## config.mk

```make
export PLATFORM = sky130hd
export DESIGN_NAME = sorted_priority_queue
export DESIGN_NICKNAME = d
export VERILOG_FILES = /design/src/design/spq_pkg.sv /design/src/design/sorted_priority_queue.sv /design/src/design/spq_cell.sv
export SDC_FILE = /design/constraint.sdc
export NUM_CORES = 1
export LEC_CHECK = 0
export ABC_AREA = 1
export BUFFER_PORTS_ARGS = -buffer_cell sky130_fd_sc_hd__buf_4
export CAP_MARGIN = 20
export CORE_ASPECT_RATIO = 0.7
export CORE_MARGIN = 8
export CORE_UTILIZATION = 55
export CTS_CLUSTER_SIZE = 28
export DETAILED_ROUTE_END_ITERATION = 10
export MAX_ROUTING_LAYER = met4
export PLACE_DENSITY = 0.73
export SLEW_MARGIN = 20
export SYNTH_ARGS = -nofsm -noshare
export SYNTH_HDL_FRONTEND = slang
export SYNTH_HIERARCHICAL = 1
export SYNTH_SLANG_ARGS = --single-unit
```

## constraint.sdc

```tcl
create_clock -name clk -period 2.7 [get_ports clk]
set_input_delay 0.54 -clock clk [delete_from_list [all_inputs] [get_ports clk]]
set_output_delay 0.54 -clock clk [all_outputs]
set_load 0.05 [all_outputs]
```

## src/design/spq_pkg.sv

```systemverilog
`timescale 1ns / 1ps
// spq_pkg: shared types and codes of the sorted priority queue
// no dependencies; used by spq_cell and sorted_priority_queue
package spq_pkg;

    localparam int PRI_BITS = 2;
    localparam int PAY_PORT_BITS = 16;
    localparam int STATUS_BITS = 2;
    localparam int OCC_BITS = 4;

    typedef logic [PRI_BITS-1:0] pri_t;
    typedef logic [STATUS_BITS-1:0] status_t;

    // request codes
    localparam logic REQ_INSERT = 1'b0;
    localparam logic REQ_REMOVE = 1'b1;

    // result status codes
    localparam status_t ST_OK    = 2'd0;
    localparam status_t ST_FULL  = 2'd1;
    localparam status_t ST_EMPTY = 2'd2;

    // where a cell takes its next entry from
    localparam logic [1:0] SRC_HOLD  = 2'd0;
    localparam logic [1:0] SRC_NEW   = 2'd1;
    localparam logic [1:0] SRC_LEFT  = 2'd2;
    localparam logic [1:0] SRC_RIGHT = 2'd3;

    typedef struct packed {
        logic [1:0] src;
    } cell_ctrl_t;

endpackage

```

## src/design/sorted_priority_queue.sv

```systemverilog
`timescale 1ns / 1ps
// sorted_priority_queue: row of DEPTH slot cells kept sorted by priority
// depends on spq_pkg and spq_cell
//
// One request per clock: every cell compares its priority with the incoming
// one in the same cycle and either holds, loads the new entry, or takes its
// neighbor's entry; the whole row updates together on an insert or a removal.
// busy is always low; the result appears on the cycle after start with done
// high for exactly that one cycle and must be captured then, since the
// receiver cannot stall. occupancy is valid while done is high. Equal
// priorities leave in arrival order; slot 0 is the head.
module sorted_priority_queue
    import spq_pkg::*;
#(
    parameter int DEPTH        = 8,
    parameter int PAYLOAD_BITS = 16
)
(
    input  logic                     clk,
    input  logic                     rst_n,
    input  logic                     start,
    output logic                     busy,
    input  logic                     req_type,
    input  logic [PAY_PORT_BITS-1:0] entry_payload,
    input  pri_t                     entry_priority,
    output logic                     done,
    output status_t                  status,
    output logic [PAY_PORT_BITS-1:0] head_payload,
    output pri_t                     head_priority,
    output logic [OCC_BITS-1:0]      occupancy
);

    localparam int CNT_BITS = $clog2(DEPTH + 1);

    logic [PAYLOAD_BITS-1:0] cell_pay [DEPTH];
    pri_t                    cell_pri [DEPTH];
    logic [DEPTH-1:0]        cell_vld;
    logic [DEPTH-1:0]        cell_keep;
    cell_ctrl_t              cell_ctrl [DEPTH];

    logic [PAYLOAD_BITS-1:0] new_pay;
    logic                    accept;
    logic                    full;
    logic                    empty;
    logic                    do_insert;
    logic                    do_remove;

    logic                     done_reg;
    status_t                  status_reg;
    status_t                  status_next;
    logic [PAY_PORT_BITS-1:0] head_payload_reg;
    logic [PAY_PORT_BITS-1:0] head_payload_next;
    pri_t                     head_priority_reg;
    pri_t                     head_priority_next;
    logic [CNT_BITS-1:0]      count_reg;
    logic [CNT_BITS-1:0]      count_next;

    assign busy      = 1'b0;
    assign accept    = start && !busy;
    assign new_pay   = PAYLOAD_BITS'(entry_payload);
    assign full      = cell_vld[DEPTH-1];
    assign empty     = !cell_vld[0];
    assign do_insert = accept && (req_type == REQ_INSERT) && !full;
    assign do_remove = accept && (req_type == REQ_REMOVE) && !empty;

    genvar gi;
    generate
        for (gi = 0; gi < DEPTH; gi++)
        begin : g_cell
            logic                    l_vld;
            pri_t                    l_pri;
            logic [PAYLOAD_BITS-1:0] l_pay;
            logic                    r_vld;
            pri_t                    r_pri;
            logic [PAYLOAD_BITS-1:0] r_pay;
            logic                    left_keep;

            if (gi == 0)
            begin : g_head
                assign l_vld     = 1'b0;
                assign l_pri     = '0;
                assign l_pay     = '0;
                assign left_keep = 1'b1;
            end
            else
            begin : g_body
                assign l_vld     = cell_vld[gi-1];
                assign l_pri     = cell_pri[gi-1];
                assign l_pay     = cell_pay[gi-1];
                assign left_keep = cell_keep[gi-1];
            end

            if (gi == DEPTH - 1)
            begin : g_tail
                assign r_vld = 1'b0;
                assign r_pri = '0;
                assign r_pay = '0;
            end
            else
            begin : g_inner
                assign r_vld = cell_vld[gi+1];
                assign r_pri = cell_pri[gi+1];
                assign r_pay = cell_pay[gi+1];
            end

            // insertion point is the first cell that does not keep its entry
            always_comb
            begin
                if (do_insert)
                begin
                    if (cell_keep[gi])
                        cell_ctrl[gi].src = SRC_HOLD;
                    else if (left_keep)
                        cell_ctrl[gi].src = SRC_NEW;
                    else
                        cell_ctrl[gi].src = SRC_LEFT;
                end
                else if (do_remove)
                begin
                    cell_ctrl[gi].src = SRC_RIGHT;
                end
                else
                begin
                    cell_ctrl[gi].src = SRC_HOLD;
                end
            end

            spq_cell #(
                .PAYLOAD_BITS (PAYLOAD_BITS)
            ) u_cell (
                .clk       (clk),
                .rst_n     (rst_n),
                .ctrl      (cell_ctrl[gi]),
                .new_pri   (entry_priority),
                .new_pay   (new_pay),
                .left_vld  (l_vld),
                .left_pri  (l_pri),
                .left_pay  (l_pay),
                .right_vld (r_vld),
                .right_pri (r_pri),
                .right_pay (r_pay),
                .vld       (cell_vld[gi]),
                .pri       (cell_pri[gi]),
                .pay       (cell_pay[gi]),
                .keep      (cell_keep[gi])
            );
        end
    endgenerate

    always_comb
    begin
        status_next        = ST_OK;
        head_payload_next  = '0;
        head_priority_next = '0;
        count_next         = count_reg;
        if (accept)
        begin
            case (req_type)
                REQ_INSERT:
                begin
                    if (full)
                        status_next = ST_FULL;
                    else
                        count_next = count_reg + CNT_BITS'(1);
                end
                REQ_REMOVE:
                begin
                    if (empty)
                    begin
                        status_next = ST_EMPTY;
                    end
                    else
                    begin
                        head_payload_next  = PAY_PORT_BITS'(cell_pay[0]);
                        head_priority_next = cell_pri[0];
                        count_next         = count_reg - CNT_BITS'(1);
                    end
                end
                default:
                begin
                    status_next = ST_OK;
                end
            endcase
        end
    end

    always_ff @(posedge clk or negedge rst_n)
    begin
        if (!rst_n)
        begin
            done_reg  <= 1'b0;
            count_reg <= '0;
        end
        else
        begin
            done_reg  <= accept;
            count_reg <= count_next;
        end
    end

    always_ff @(posedge clk)
    begin
        status_reg        <= status_next;
        head_payload_reg  <= head_payload_next;
        head_priority_reg <= head_priority_next;
    end

    assign done          = done_reg;
    assign status        = status_reg;
    assign head_payload  = head_payload_reg;
    assign head_priority = head_priority_reg;
    assign occupancy     = OCC_BITS'(count_reg);

    // live entries always sit in a contiguous run from the head
    a_vld_contiguous: assert property (@(posedge clk) disable iff (!rst_n)
        ((cell_vld & (cell_vld + DEPTH'(1))) == '0))
        else $error("valid cells are not contiguous from the head");

    // occupancy counter tracks the live cells
    a_count_match: assert property (@(posedge clk) disable iff (!rst_n)
        (count_reg == CNT_BITS'($countones(cell_vld))))
        else $error("entry count disagrees with valid cells");

    // a rejected transaction leaves the row untouched
    a_reject_holds: assert property (@(posedge clk) disable iff (!rst_n)
        (accept && ((req_type == REQ_INSERT && full) || (req_type == REQ_REMOVE && empty)))
        |=> $stable(cell_vld))
        else $error("rejected transaction changed the queue");

    // failed transactions report no head entry
    a_fail_zero: assert property (@(posedge clk) disable iff (!rst_n)
        (done && status != ST_OK) |-> (head_payload == '0 && head_priority == '0))
        else $error("failed transaction returned a head entry");

    // head never outranked by the second slot
    a_head_sorted: assert property (@(posedge clk) disable iff (!rst_n)
        (cell_vld[1] |-> (cell_pri[0] >= cell_pri[1])))
        else $error("head is not the highest priority entry");

endmodule

```

## src/design/spq_cell.sv

```systemverilog
`timescale 1ns / 1ps
// spq_cell: one slot of the sorted queue, holds an entry and a valid bit
// depends on spq_pkg
module spq_cell
    import spq_pkg::*;
#(
    parameter int PAYLOAD_BITS = 16
)
(
    input  logic                    clk,
    input  logic                    rst_n,
    input  cell_ctrl_t              ctrl,
    input  pri_t                    new_pri,
    input  logic [PAYLOAD_BITS-1:0] new_pay,
    input  logic                    left_vld,
    input  pri_t                    left_pri,
    input  logic [PAYLOAD_BITS-1:0] left_pay,
    input  logic                    right_vld,
    input  pri_t                    right_pri,
    input  logic [PAYLOAD_BITS-1:0] right_pay,
    output logic                    vld,
    output pri_t                    pri,
    output logic [PAYLOAD_BITS-1:0] pay,
    output logic                    keep
);

    logic                    vld_reg;
    logic                    vld_next;
    pri_t                    pri_reg;
    pri_t                    pri_next;
    logic [PAYLOAD_BITS-1:0] pay_reg;
    logic [PAYLOAD_BITS-1:0] pay_next;

    // entry stays put on insert when it is at least as urgent as the new one
    assign keep = vld_reg && (pri_reg >= new_pri);

    always_comb
    begin
        vld_next = vld_reg;
        pri_next = pri_reg;
        pay_next = pay_reg;
        case (ctrl.src)
            SRC_NEW:
            begin
                vld_next = 1'b1;
                pri_next = new_pri;
                pay_next = new_pay;
            end
            SRC_LEFT:
            begin
                vld_next = left_vld;
                pri_next = left_pri;
                pay_next = left_pay;
            end
            SRC_RIGHT:
            begin
                vld_next = right_vld;
                pri_next = right_pri;
                pay_next = right_pay;
            end
            default:
            begin
                vld_next = vld_reg;
            end
        endcase
    end

    always_ff @(posedge clk or negedge rst_n)
    begin
        if (!rst_n)
        begin
            vld_reg <= 1'b0;
        end
        else
        begin
            vld_reg <= vld_next;
        end
    end

    always_ff @(posedge clk)
    begin
        pri_reg <= pri_next;
        pay_reg <= pay_next;
    end

    assign vld = vld_reg;
    assign pri = pri_reg;
    assign pay = pay_reg;

endmodule

```

Word-level counts from Yosys, hierarchy flattened
Index checks and enable logic that the tools add are counted.
{"block": "totals", "ff_bits": 177, "input_bits": 22, "output_inout_bits": 26, "word_cells": 143}
{"block": "op_classes", "addsub": 2, "order_cmp": 8, "n_eq_ne": 26, "n_mux": 54, "n_bitwise": 1, "reduce_logical": 23}
{"cell": "$pmux W16 S3", "count": 8}
{"cell": "$mux W2", "count": 24}
{"cell": "$pmux W2 S3", "count": 8}
{"cell": "$eq A2 B2 Y1 const B", "count": 16}
{"cell": "$pmux W1 S3", "count": 8}
{"cell": "$reduce_bool A3 Y1", "count": 8}
{"cell": "$eq A2 B1 Y1 const B", "count": 8}
{"cell": "$ge A2 B2 Y1", "count": 8}
{"cell": "$logic_and A1 B1 Y1", "count": 12}
{"cell": "$mux W4", "count": 2}
{"cell": "$pmux W4 S2", "count": 1}
{"cell": "$reduce_and A3 Y1", "count": 2}
{"cell": "$add A4 B1 Y4 const B", "count": 1}
{"cell": "$pmux W2 S2", "count": 1}
{"cell": "$sub A4 B1 Y4 const B", "count": 1}
{"cell": "$mux W1", "count": 2}
{"cell": "$ne A2 B1 Y1 const B", "count": 1}
{"cell": "$ne A2 B2 Y1 const B", "count": 1}
{"cell": "$logic_not A1 Y1", "count": 1}
{"cell": "$not A1 Y1", "count": 1}

Longest topological paths before layout
Gate-level depths: netlist of run 1.
{"block": "depth", "ltp_word": 7, "mapped_depth": 15, "mapped_depth_nobuf": 14}

Hierarchy
The synthesis of run 1 kept the hierarchy.
{"mod": "spq_cell", "instances": 8, "cells_per_inst": 116, "area_each_um2": 1088.5, "seq_area_each_um2": 565.5}
{"mod": "sorted_priority_queue", "instances": 1, "cells_per_inst": 125, "area_each_um2": 1064.8, "seq_area_each_um2": 525.5}

Worst setup path before layout of run 1
No wires, ideal clock.
{"block": "synth_path", "path_kind": "input -> register", "startpoint": "in entry_priority[1]", "endpoint": "reg g_cell[5].u_cell.pay_reg[0], enable pin", "arrival_time_ns": 2.213, "setup_slack_ns": 0.112, "cell_stages": 11, "n_path_buf": 0, "path_cell_list": "inv_1 -> ha_1 -> nand2_1 -> nand3_1 -> nand2_1 -> inv_1 -> inv_1 -> nand2_1 -> o21ai_0 -> inv_1 -> nand2_1"}
{"element": "start, declared", "line": "sorted_priority_queue.sv:25", "rtl": "input pri_t entry_priority,"}
{"element": "end signal, assigned", "line": "spq_cell.sv:83", "rtl": "pay_reg <= pay_next;"}
{"element": "end, declared", "line": "spq_cell.sv:31", "rtl": "logic [PAYLOAD_BITS-1:0] pay_reg;"}

==> results.sh, run 1 <==
export IMPL_area_growth_pct=14.7
export IMPL_rsz0062_at_grt="false"
export IMPL_worstSetupStartpoint="g_cell[4].u_cell/pri[1]"
export IMPL_gp_congestion=0.882
export IMPL_ir_worst_vdd_v=0.000767
export IMPL_min_period_ns=2.46
export IMPL_diodes=0
export IMPL_seq_area_frac_synth_pct=51.7
export IMPL_max_cap_violations=0
export IMPL_cts_root_buf="clkbuf_16"
export IMPL_core_area_mm2=0.0173
export IMPL_setup_violations=0
export IMPL_min_from="start"
export IMPL_drc=0
export IMPL_io_pins=48
export IMPL_yosysWarningCount=6
export IMPL_end_kind="flop"
export IMPL_max_freq_mhz=406
export IMPL_power_mw=11.4
export IMPL_largest_reg_flops=128
export IMPL_timing_final_hold_violations=0
export IMPL_cp_start_kind="flop"
export IMPL_crit_type="flop to flop"
export IMPL_slew_headroom_pct=62.0
export IMPL_die_y_um=128
export IMPL_num_nets_final=1193
export IMPL_dpl_instance_area_mm2=0.0106
export IMPL_cts_buffer_depth=2
export IMPL_ys_ff_latch=177
export IMPL_fin_util_pct=64.9
export IMPL_met2_length_um=10500
export IMPL_wl_met3_um=1330
export IMPL_cts_sinks=177
export IMPL_globalRouteTotalUtil_pct=21.6
export IMPL_cts_tree="done"
export IMPL_regToRegEndpoint="g_cell[4].u_cell/pay[3]"
export IMPL_hp_class="input port to flop"
export IMPL_path_max_fanout=19
export IMPL_crit_arrival_ns=2.65
export IMPL_leakagePower_nw=5.10
export IMPL_layout_common_cells="404 x nand2_1, 144 x edfxtp_1, 91 x nand3_1"
export IMPL_syn_mean_instance_area_um2=9.28
export IMPL_cts_resized=0
export IMPL_finalWirelength_um=23100
export IMPL_instances_no_fill=1396
export IMPL_numPortBuffers=46
export IMPL_detailedRoute_firstIterationViolations=637
export IMPL_vias=7419
export IMPL_die_area_mm2=0.0224
export IMPL_hpwl_um=16600
export IMPL_synthCells=1053
export IMPL_m1WireLength_um=11000
export IMPL_std_cell_rows=40
export IMPL_htree_levels=4
export IMPL_timing_final_crit_share_pct=91.2
export IMPL_ys_types=29
export IMPL_required_ns=2.88
export IMPL_async_flop_share_pct=7.34
export IMPL_cts_clk_slew_worst_paths_ns=0.07
export IMPL_grt_pass1_wl_um=37800
export IMPL_grt_remaining_overflow=0
export IMPL_worstMarginPinSlew_ns=0.565
export IMPL_powerDensity_mw_per_mm2=1010
export IMPL_start_util_pct=56.6
export IMPL_slew_viol_final=0
export IMPL_final_common_cell="nand2_1"
export IMPL_drive_gt1_share_pct=26.9
export IMPL_finalClockSkew_ns=0.0118
export IMPL_top_layer="met4"
export IMPL_syn_area_mm2=0.00977
export IMPL_cts_made_buffers=17
export IMPL_fin_area_mm2=0.0112
export IMPL_ant_nets=0
export IMPL_min_to="done"
export IMPL_clock_latency_ns=0.44
export IMPL_synth_top_flop_cell="edfxtp_1"
export IMPL_holdWs_ns=0.264
export IMPL_drt_pass1_iterations=9
export IMPL_rrSetupSlack_ns=0.24
export IMPL_antenna_found_initial=0
export IMPL_avgRoutedWirePerCell_um=16.6
export IMPL_grt_pass1_vias=7571
export IMPL_placed_cells=1363
export IMPL_rr_worst_depth=10
export IMPL_status="finished, final reports clean"
export IMPL_synth_edff_count=144
export IMPL_die_width_um=175
export IMPL_worstHoldPathCells=1
export IMPL_hold_buffers=1
export IMPL_reg2reg_from="g_cell[4].u_cell/pri[1]"
export IMPL_via_per_inst=5.31
export IMPL_postCtsSetupBuffers=0
export IMPL_grt_max_degree=23
[logic make-up after synthesis]
family                     count (synthesis)  share of synthesized area (%)
buffers and inverters                    131                           7.50
AOI/OAI and AO/OA                         24                           1.79
DFF                                      177                           51.7
and+or+nand+nor                          699                           36.3
adders and majority gates                 19                           2.51
other                                      1                         0.0384
xor gates and xnor gates                   2                          0.179
[critical path, cell delays in order (launching register included)]
cell and delay [ns]:
edfxtp_1 0.44, ha_1 0.32, nand2_1 0.07, nand3_1 0.09
nand2_1 0.07, inv_1 0.11, o31ai_1 0.53, inv_2 0.14
buf_4 0.24, nand2_1 0.11, nand3_2 0.08
[synth_stat cells, drive strengths merged (2+ instances only)]
cell type	count	share of area, %
nand3	173	13
o31ai	10	1.1
ha	18	2.3
or2	2	0.13
nor3	2	0.10
dfxtp	20	4.1
xor2	2	0.18
dfrtp	13	3.3
buf	37	3.7
nand2	493	21
edfxtp	144	44
a21oi	2	0.10
o21ai	12	0.61
nor2	29	1.7
inv	94	3.8
[where the power goes]
part / switching (mW) / internal, mW / total, mW
Clock: 1.18 / 1.35 / 2.53
Sequential: 0.649 / 4.31 / 4.96
Combinational: 2.52 / 1.35 / 3.87
Total: 4.34 / 7.01 / 11.4
[metal layers]
metal	up-vias	track usage, %
met5	-	-
met4	0	4.97
met3	18	4.36
met2	210	33.7
met1	3596	28.8
li1	3595	-
[worst max-delay path by stage]
stage	end	depth (start not counted)
after floorplan	g_cell[5].u_cell/pay[0]	11
after global placement	g_cell[4].u_cell/pay[14]	12
after detailed placement	g_cell[4].u_cell/pay[3]	12
after CTS	g_cell[4].u_cell/pay[3]	10
after global routing	g_cell[4].u_cell/pay[7]	10
final	g_cell[4].u_cell/pay[3]	10
[cell type report]
| type | count | area [µm²] |
|---|---|---|
| fillers | 1451 | 6050 |
| flip-flops and latches | 177 | 5050 |
| multi-input cells | 783 | 4130 |
| repair buffers | 79 | 771 |
| clock buffers | 20 | 489 |
| inverters | 94 | 373 |
| well taps | 231 | 289 |
| clock inverters | 12 | 110 |
[through the flow]
step	setup slack [ns]	setup TNS, ns
3_5_place_dp	-0.0569	-0.677
3_3_place_gp	-0.0858	-1.96
6_report	0.236	0
5_1_grt	0.117	0
2_1_floorplan	0.112	0
4_1_cts	0.282	0
Note: power is estimated with default switching activity, not from simulation.
==> inputs of run 2 (changes only) <==
- ABC_AREA: 1 -> not set
==> run 2 against run 1 <==
Compared with the run above:
- synthesized cell count decreased by 23%
- total power decreased by 24%
- wire length decreased by 5.9%
- hold slack improved by 0.0075 ns
- core utilization decreased by 0.42 points
- flip-flop and latch count unchanged
- sequential power decreased by 21%
- worst setup slack got worse by 0.032 ns
- critical endpoint is now g_cell[3].u_cell/pay[10]
- register-to-register slack got worse by 0.03 ns
==> results.sh, run 2 <==
export IMPL_ant_nets=0
export IMPL_hpwl_um=15900
export IMPL_cp_start_kind="flop"
export IMPL_clock_latency_ns=0.44
export IMPL_htree_levels=4
export IMPL_m1WireLength_um=11000
export IMPL_io_pins=48
export IMPL_diodes=0
export IMPL_status="finished, final reports clean"
export IMPL_antenna_found_initial=0
export IMPL_ys_types=38
export IMPL_top_layer="met4"
export IMPL_ir_worst_vdd_v=0.000454
export IMPL_grt_pass1_wl_um=34100
export IMPL_start_util_pct=55.3
export IMPL_dpl_instance_area_mm2=0.0103
export IMPL_synth_top_flop_cell="edfxtp_1"
export IMPL_fin_area_mm2=0.0109
export IMPL_detailedRoute_firstIterationViolations=842
export IMPL_met2_length_um=8380
export IMPL_final_common_cell="mux2i_1"
export IMPL_crit_arrival_ns=2.67
export IMPL_finalWirelength_um=21800
export IMPL_die_width_um=172
export IMPL_rr_worst_depth=9
export IMPL_layout_common_cells="153 x mux2i_1, 152 x a21oi_1, 144 x nor2_1, 144 x edfxtp_1, 82 x buf_4"
export IMPL_core_area_mm2=0.0169
export IMPL_grt_pass1_vias=5778
export IMPL_drive_gt1_share_pct=17.5
export IMPL_path_max_fanout=34
export IMPL_tns_ns=0
export IMPL_largest_reg_flops=128
export IMPL_std_cell_rows=40
export IMPL_worstHoldPathCells=1
export IMPL_cts_sinks=177
export IMPL_required_ns=2.87
export IMPL_gp_congestion=0.858
export IMPL_synth_top_cells_by_count="153 x mux2i_1, 152 x a21oi_1, 144 x edfxtp_1, 144 x nor2_1, 25 x buf_4"
export IMPL_syn_mean_instance_area_um2=11.6
export IMPL_avgRoutedWirePerCell_um=18.9
export IMPL_seq_area_frac_synth_pct=54.0
export IMPL_yosysTopAreaCell="edfxtp_1"
export IMPL_vias=6367
export IMPL_hp_class="input port to flop"
export IMPL_cts_made_buffers=17
export IMPL_grt_remaining_overflow=0
export IMPL_synthCells=809
export IMPL_timing_final_crit_share_pct=92.4
export IMPL_wl_met3_um=2140
export IMPL_ys_ff_latch=177
export IMPL_powerDensity_mw_per_mm2=794
export IMPL_globalRouteTotalUtil_pct=21.4
export IMPL_yosysWarningCount=6
export IMPL_num_nets_final=947
export IMPL_die_area_mm2=0.0215
export IMPL_synth_most_common_cell="mux2i_1"
export IMPL_leakagePower_nw=4.15
export IMPL_max_cap_violations=0
export IMPL_end_kind="flop"
export IMPL_crit_type="flop to flop"
export IMPL_synth_area_leaders="edfxtp_1 46%, mux2i_1 16%, a21oi_1 8.1%"
export IMPL_finalClockSkew_ns=0.0104
export IMPL_drc=0
export IMPL_cts_root_buf="clkbuf_16"
export IMPL_grt_max_degree=54
export IMPL_cts_clk_slew_worst_paths_ns=0.07
export IMPL_drt_pass1_iterations=6
export IMPL_die_y_um=125
export IMPL_cts_tree="done"
export IMPL_cts_buffer_depth=2
export IMPL_timing_final_hold_violations=0
export IMPL_synth_edff_count=144
export IMPL_syn_area_mm2=0.00936
export IMPL_max_freq_mhz=401
export IMPL_min_period_ns=2.50
export IMPL_area_growth_pct=16.7
export IMPL_synth_top_cell_area_share_pct=46.2
export IMPL_via_per_inst=5.54
export IMPL_setup_violations=0
export IMPL_rsz0062_at_grt="false"
export IMPL_numPortBuffers=46
export IMPL_async_flop_share_pct=7.34
export IMPL_slew_viol_final=0
run 2: changes by cell type after synthesis, moves of 10 or more:
cell,delta
buf_4,+23
nand2_1,-401
nand3_1,-91
buf_6,+10
a21oi_1,+150
nand3_2,-80
nand2_2,-89
inv_1,-54
and2_1,+18
mux2i_1,+153
nor2_1,+123
run 2: worst paths after layout:
check                      slack (ns)                  endpoint                    start
min in group asynchronous        0.48      g_cell[0].u_cell/vld                    rst_n
max reg2reg                      0.20  g_cell[3].u_cell/pay[10]  g_cell[2].u_cell/pri[0]
min                              0.27                      done                    start
max in group asynchronous        2.04      g_cell[5].u_cell/vld                    rst_n
max                              0.20  g_cell[3].u_cell/pay[10]  g_cell[2].u_cell/pri[0]
min reg2reg                      0.50           head_payload[8]  g_cell[0].u_cell/pay[8]
run 2: routing by layer:
layer  global-route usage [%]  up-vias
met5                        -        -
met4                     6.07        0
met3                     3.65       22
met2                     25.9      306
met1                     34.8     2953
li1                         -     3086
run 2: worst max-delay path, stage by stage, from the launching register on:
cell and delay, ns:
edfxtp_1 0.46, inv_1 0.12, ha_1 0.24, nand2b_1 0.16
a21oi_1 0.18, nor2b_2 0.09, buf_4 0.14, o31ai_4 0.32
buf_4 0.37, a21oi_1 0.13
run 2: cell type report:
class	instances	area (µm²)
Sequential cell	177	5050
Timing Repair Buffer	94	846
Inverter	24	90.1
Tap cell	231	289
Clock buffer	17	425
Multi-Input combinational cell	592	4050
Clock inverter	15	170
Fill cell	1341	6000
run 2: what timing repair did:
item,in CTS,in global routing
resized for setup,0,2
buffers inserted,0,0
hold endpoints to repair,13,0
hold buffers,1,0
setup endpoints to repair,0,10
run 2: per-stage QoR:
| step | hold WS [ns] | std cells | setup slack (ns) | power, mW | util (%) |
|---|---|---|---|---|---|
| 2_1_floorplan | 0.244 | 847 | 0.299 | 5.47 | - |
| 3_3_place_gp | 0.406 | 1117 | -0.0972 | 6.17 | 60.9 |
| 3_5_place_dp | 0.403 | 1117 | -0.0943 | 6.23 | 60.9 |
| 4_1_cts | 0.252 | 1150 | 0.106 | 8.69 | 64.5 |
| 5_1_grt | 0.254 | 1150 | 0.0603 | 9.07 | 64.5 |
| 6_report | 0.272 | 1150 | 0.204 | 8.66 | 64.5 |
run 2: logic make-up (layout without fill, tap and decap cells):
family                     Yosys count  in the layout  share of synthesized area (%)
DFF                                177            177                           54.0
AOI/OAI and AO/OA                  179            179                           11.2
other                                1             39                         0.0401
adders and majority gates           19             19                           2.62
muxes                              154            154                           16.5
buffers and inverters               78            150                           5.71
xor gates and xnor gates             2              2                          0.187
and+or+nand+nor                    199            199                           9.75
run 2: report_power, final:
group	switching [mW]	internal, mW	total, mW
clock network	1.21	1.25	2.45
logic	1.35	0.913	2.26
registers	0.362	3.58	3.94
total	2.92	5.74	8.66
==> inputs of run 3 (changes only) <==
- CTS_CLUSTER_SIZE: 28 -> not set
- REMOVE_ABC_BUFFERS: not set -> 1
==> run 3 against run 2 <==
Compared with the run above:
- first-iteration DRC count down 40%
- worst setup slack gained 0.033 ns
- non-clock buffer count fell by 3
- register-to-register slack gained 0.03 ns
- clock-buffer cell count up 4
- total power grew 0.41%
- fmax increased by 1.3%
- largest cell class unchanged
- final cell count is 0.26% lower
- via count is 0.19% lower
- die area stayed put
- wire length fell by 1.2%
- clock skew shrank 0.00078 ns
- highest routed layer unchanged
==> results.sh, run 3 (synthesis gave the netlist of run 2 again) <==
export IMPL_status="finished, final reports clean"
export IMPL_hpwl_um=14400
export IMPL_via_per_inst=5.54
export IMPL_htree_levels=4
export IMPL_leakagePower_nw=4.11
export IMPL_cts_made_buffers=17
export IMPL_postCtsSetupBuffers=0
export IMPL_holdWs_ns=0.279
export IMPL_min_period_ns=2.46
export IMPL_detailedRoute_firstIterationViolations=501
export IMPL_numPortBuffers=46
export IMPL_crit_arrival_ns=2.62
export IMPL_cts_clk_slew_worst_paths_ns=0.07
export IMPL_grt_remaining_overflow=0
export IMPL_powerDensity_mw_per_mm2=803
export IMPL_crit_type="flop to flop"
export IMPL_die_y_um=125
export IMPL_cts_tree="done"
export IMPL_min_from="start"
export IMPL_ir_worst_vdd_v=0.000473
export IMPL_drt_pass1_iterations=5
export IMPL_reg2reg_from="g_cell[3].u_cell/pri[0]"
export IMPL_vias=6355
export IMPL_rsz0062_at_grt="false"
export IMPL_max_cap_violations=0
export IMPL_start_util_pct=55.3
export IMPL_worstHoldPathCells=1
export IMPL_timing_final_crit_share_pct=91.2
export IMPL_diodes=0
export IMPL_cts_root_buf="clkbuf_16"
export IMPL_regToRegEndpoint="g_cell[3].u_cell/pay[4]"
export IMPL_die_width_um=172
export IMPL_fillers=1352
export IMPL_required_ns=2.86
export IMPL_rrSetupSlack_ns=0.24
export IMPL_antenna_found_initial=0
export IMPL_core_area_mm2=0.0169
export IMPL_grt_pass1_wl_um=34200
export IMPL_std_cell_rows=40
export IMPL_largest_reg_flops=128
export IMPL_io_pins=48
export IMPL_path_max_fanout=9
export IMPL_cts_buffer_depth=2
export IMPL_area_growth_pct=15.9
export IMPL_setup_violations=0
export IMPL_drive_gt1_share_pct=16.5
export IMPL_avgRoutedWirePerCell_um=18.8
export IMPL_cp_start_kind="flop"
export IMPL_cts_sinks=177
export IMPL_slew_viol_final=0
export IMPL_ant_nets=0
export IMPL_gp_congestion=0.807
export IMPL_instances_no_fill=1147
export IMPL_min_to="done"
export IMPL_globalRouteTotalUtil_pct=20.9
export IMPL_end_kind="flop"
export IMPL_drc=0
export IMPL_clock_latency_ns=0.43
export IMPL_grt_pass1_vias=6343
export IMPL_max_freq_mhz=406
export IMPL_final_common_cell="mux2i_1"
export IMPL_grt_max_degree=38
export IMPL_rr_worst_depth=10
export IMPL_layout_common_cells="153 x mux2i_1, 152 x a21oi_1, 144 x nor2_1, 144 x edfxtp_1, 82 x buf_4"
export IMPL_finalClockSkew_ns=0.00961
export IMPL_placed_cells=1114
export IMPL_die_area_mm2=0.0215
export IMPL_hp_class="input port to flop"
export IMPL_num_nets_final=944
export IMPL_timing_final_hold_violations=0
export IMPL_finalWirelength_um=21500
-- run 3: power by group --
group          leakage, nW  internal (mW)  switching (mW)
clock                0.276           1.45            1.04
sequential            1.66           3.58           0.281
combinational         2.17          0.899            1.45
-- run 3: cell type report --
cell class / count / area, µm² / area share, %
tap: 231 / 289 / 2.67
sequential: 177 / 5050 / 46.6
multi-input combinational: 592 / 4040 / 37.3
clock buffer: 21 / 440 / 4.06
inverter: 24 / 90.1 / 0.831
clock inverter: 11 / 140 / 1.29
timing repair buffer: 91 / 786 / 7.25
-- run 3: repair_timing --
| item | 4_1_cts | 5_1_grt |
|---|---|---|
| hold buffers | 1 | 0 |
| endpoints found under the setup margin | 0 | 4 |
| resized for setup | 0 | 1 |
| endpoints found under the hold margin | 13 | 0 |
-- run 3: per-layer routing --
| layer | GRT usage [%] | wire, µm |
|---|---|---|
| met1 | 29.6 | 10300 |
| met2 | 30.2 | 9530 |
| met3 | 4.18 | 1410 |
| met4 | 5.31 | 249 |
| met5 | - | 0 |
-- run 3: worst max-delay path by stage --
stage / from / end / slack [ns] / cells after the start
3_3_place_gp: entry_priority[0] / g_cell[3].u_cell/pay[4] / 0.03 / 10
3_5_place_dp: entry_priority[0] / g_cell[3].u_cell/pay[5] / -0.07 / 10
4_1_cts: g_cell[2].u_cell/pri[0] / g_cell[3].u_cell/pay[4] / 0.16 / 10
6_report: g_cell[3].u_cell/pri[0] / g_cell[3].u_cell/pay[4] / 0.24 / 10
2_1_floorplan: req_type / g_cell[5].u_cell/pay[0] / -1.52 / 3
5_1_grt: g_cell[5].u_cell/pri[0] / g_cell[6].u_cell/pay[14] / 0.05 / 11
-- run 3: stage by stage --
step                cell area [µm²]  power, mW  setup WS, ns  utilization, %  setup TNS [ns]
floorplan                      9050       5.35         -1.52               -         -340.20
global placement              10200       6.16        0.0310            60.6               0
detailed placement            10200       6.23       -0.0654            60.6          -0.439
CTS                           10800       8.71         0.160            64.1               0
global route                  10800       9.07        0.0458            64.1               0
finish                        10800       8.70         0.237            64.1               0
-- run 3: critical path, stage by stage (launching register included) --
cell and delay [ns]:
edfxtp_1 0.43, inv_1 0.10, ha_1 0.22, nand2b_1 0.15, a21oi_1 0.15, nor2b_1 0.07, buf_4 0.17, o31ai_4 0.31
buf_4 0.28, mux2i_1 0.24, a21oi_1 0.09
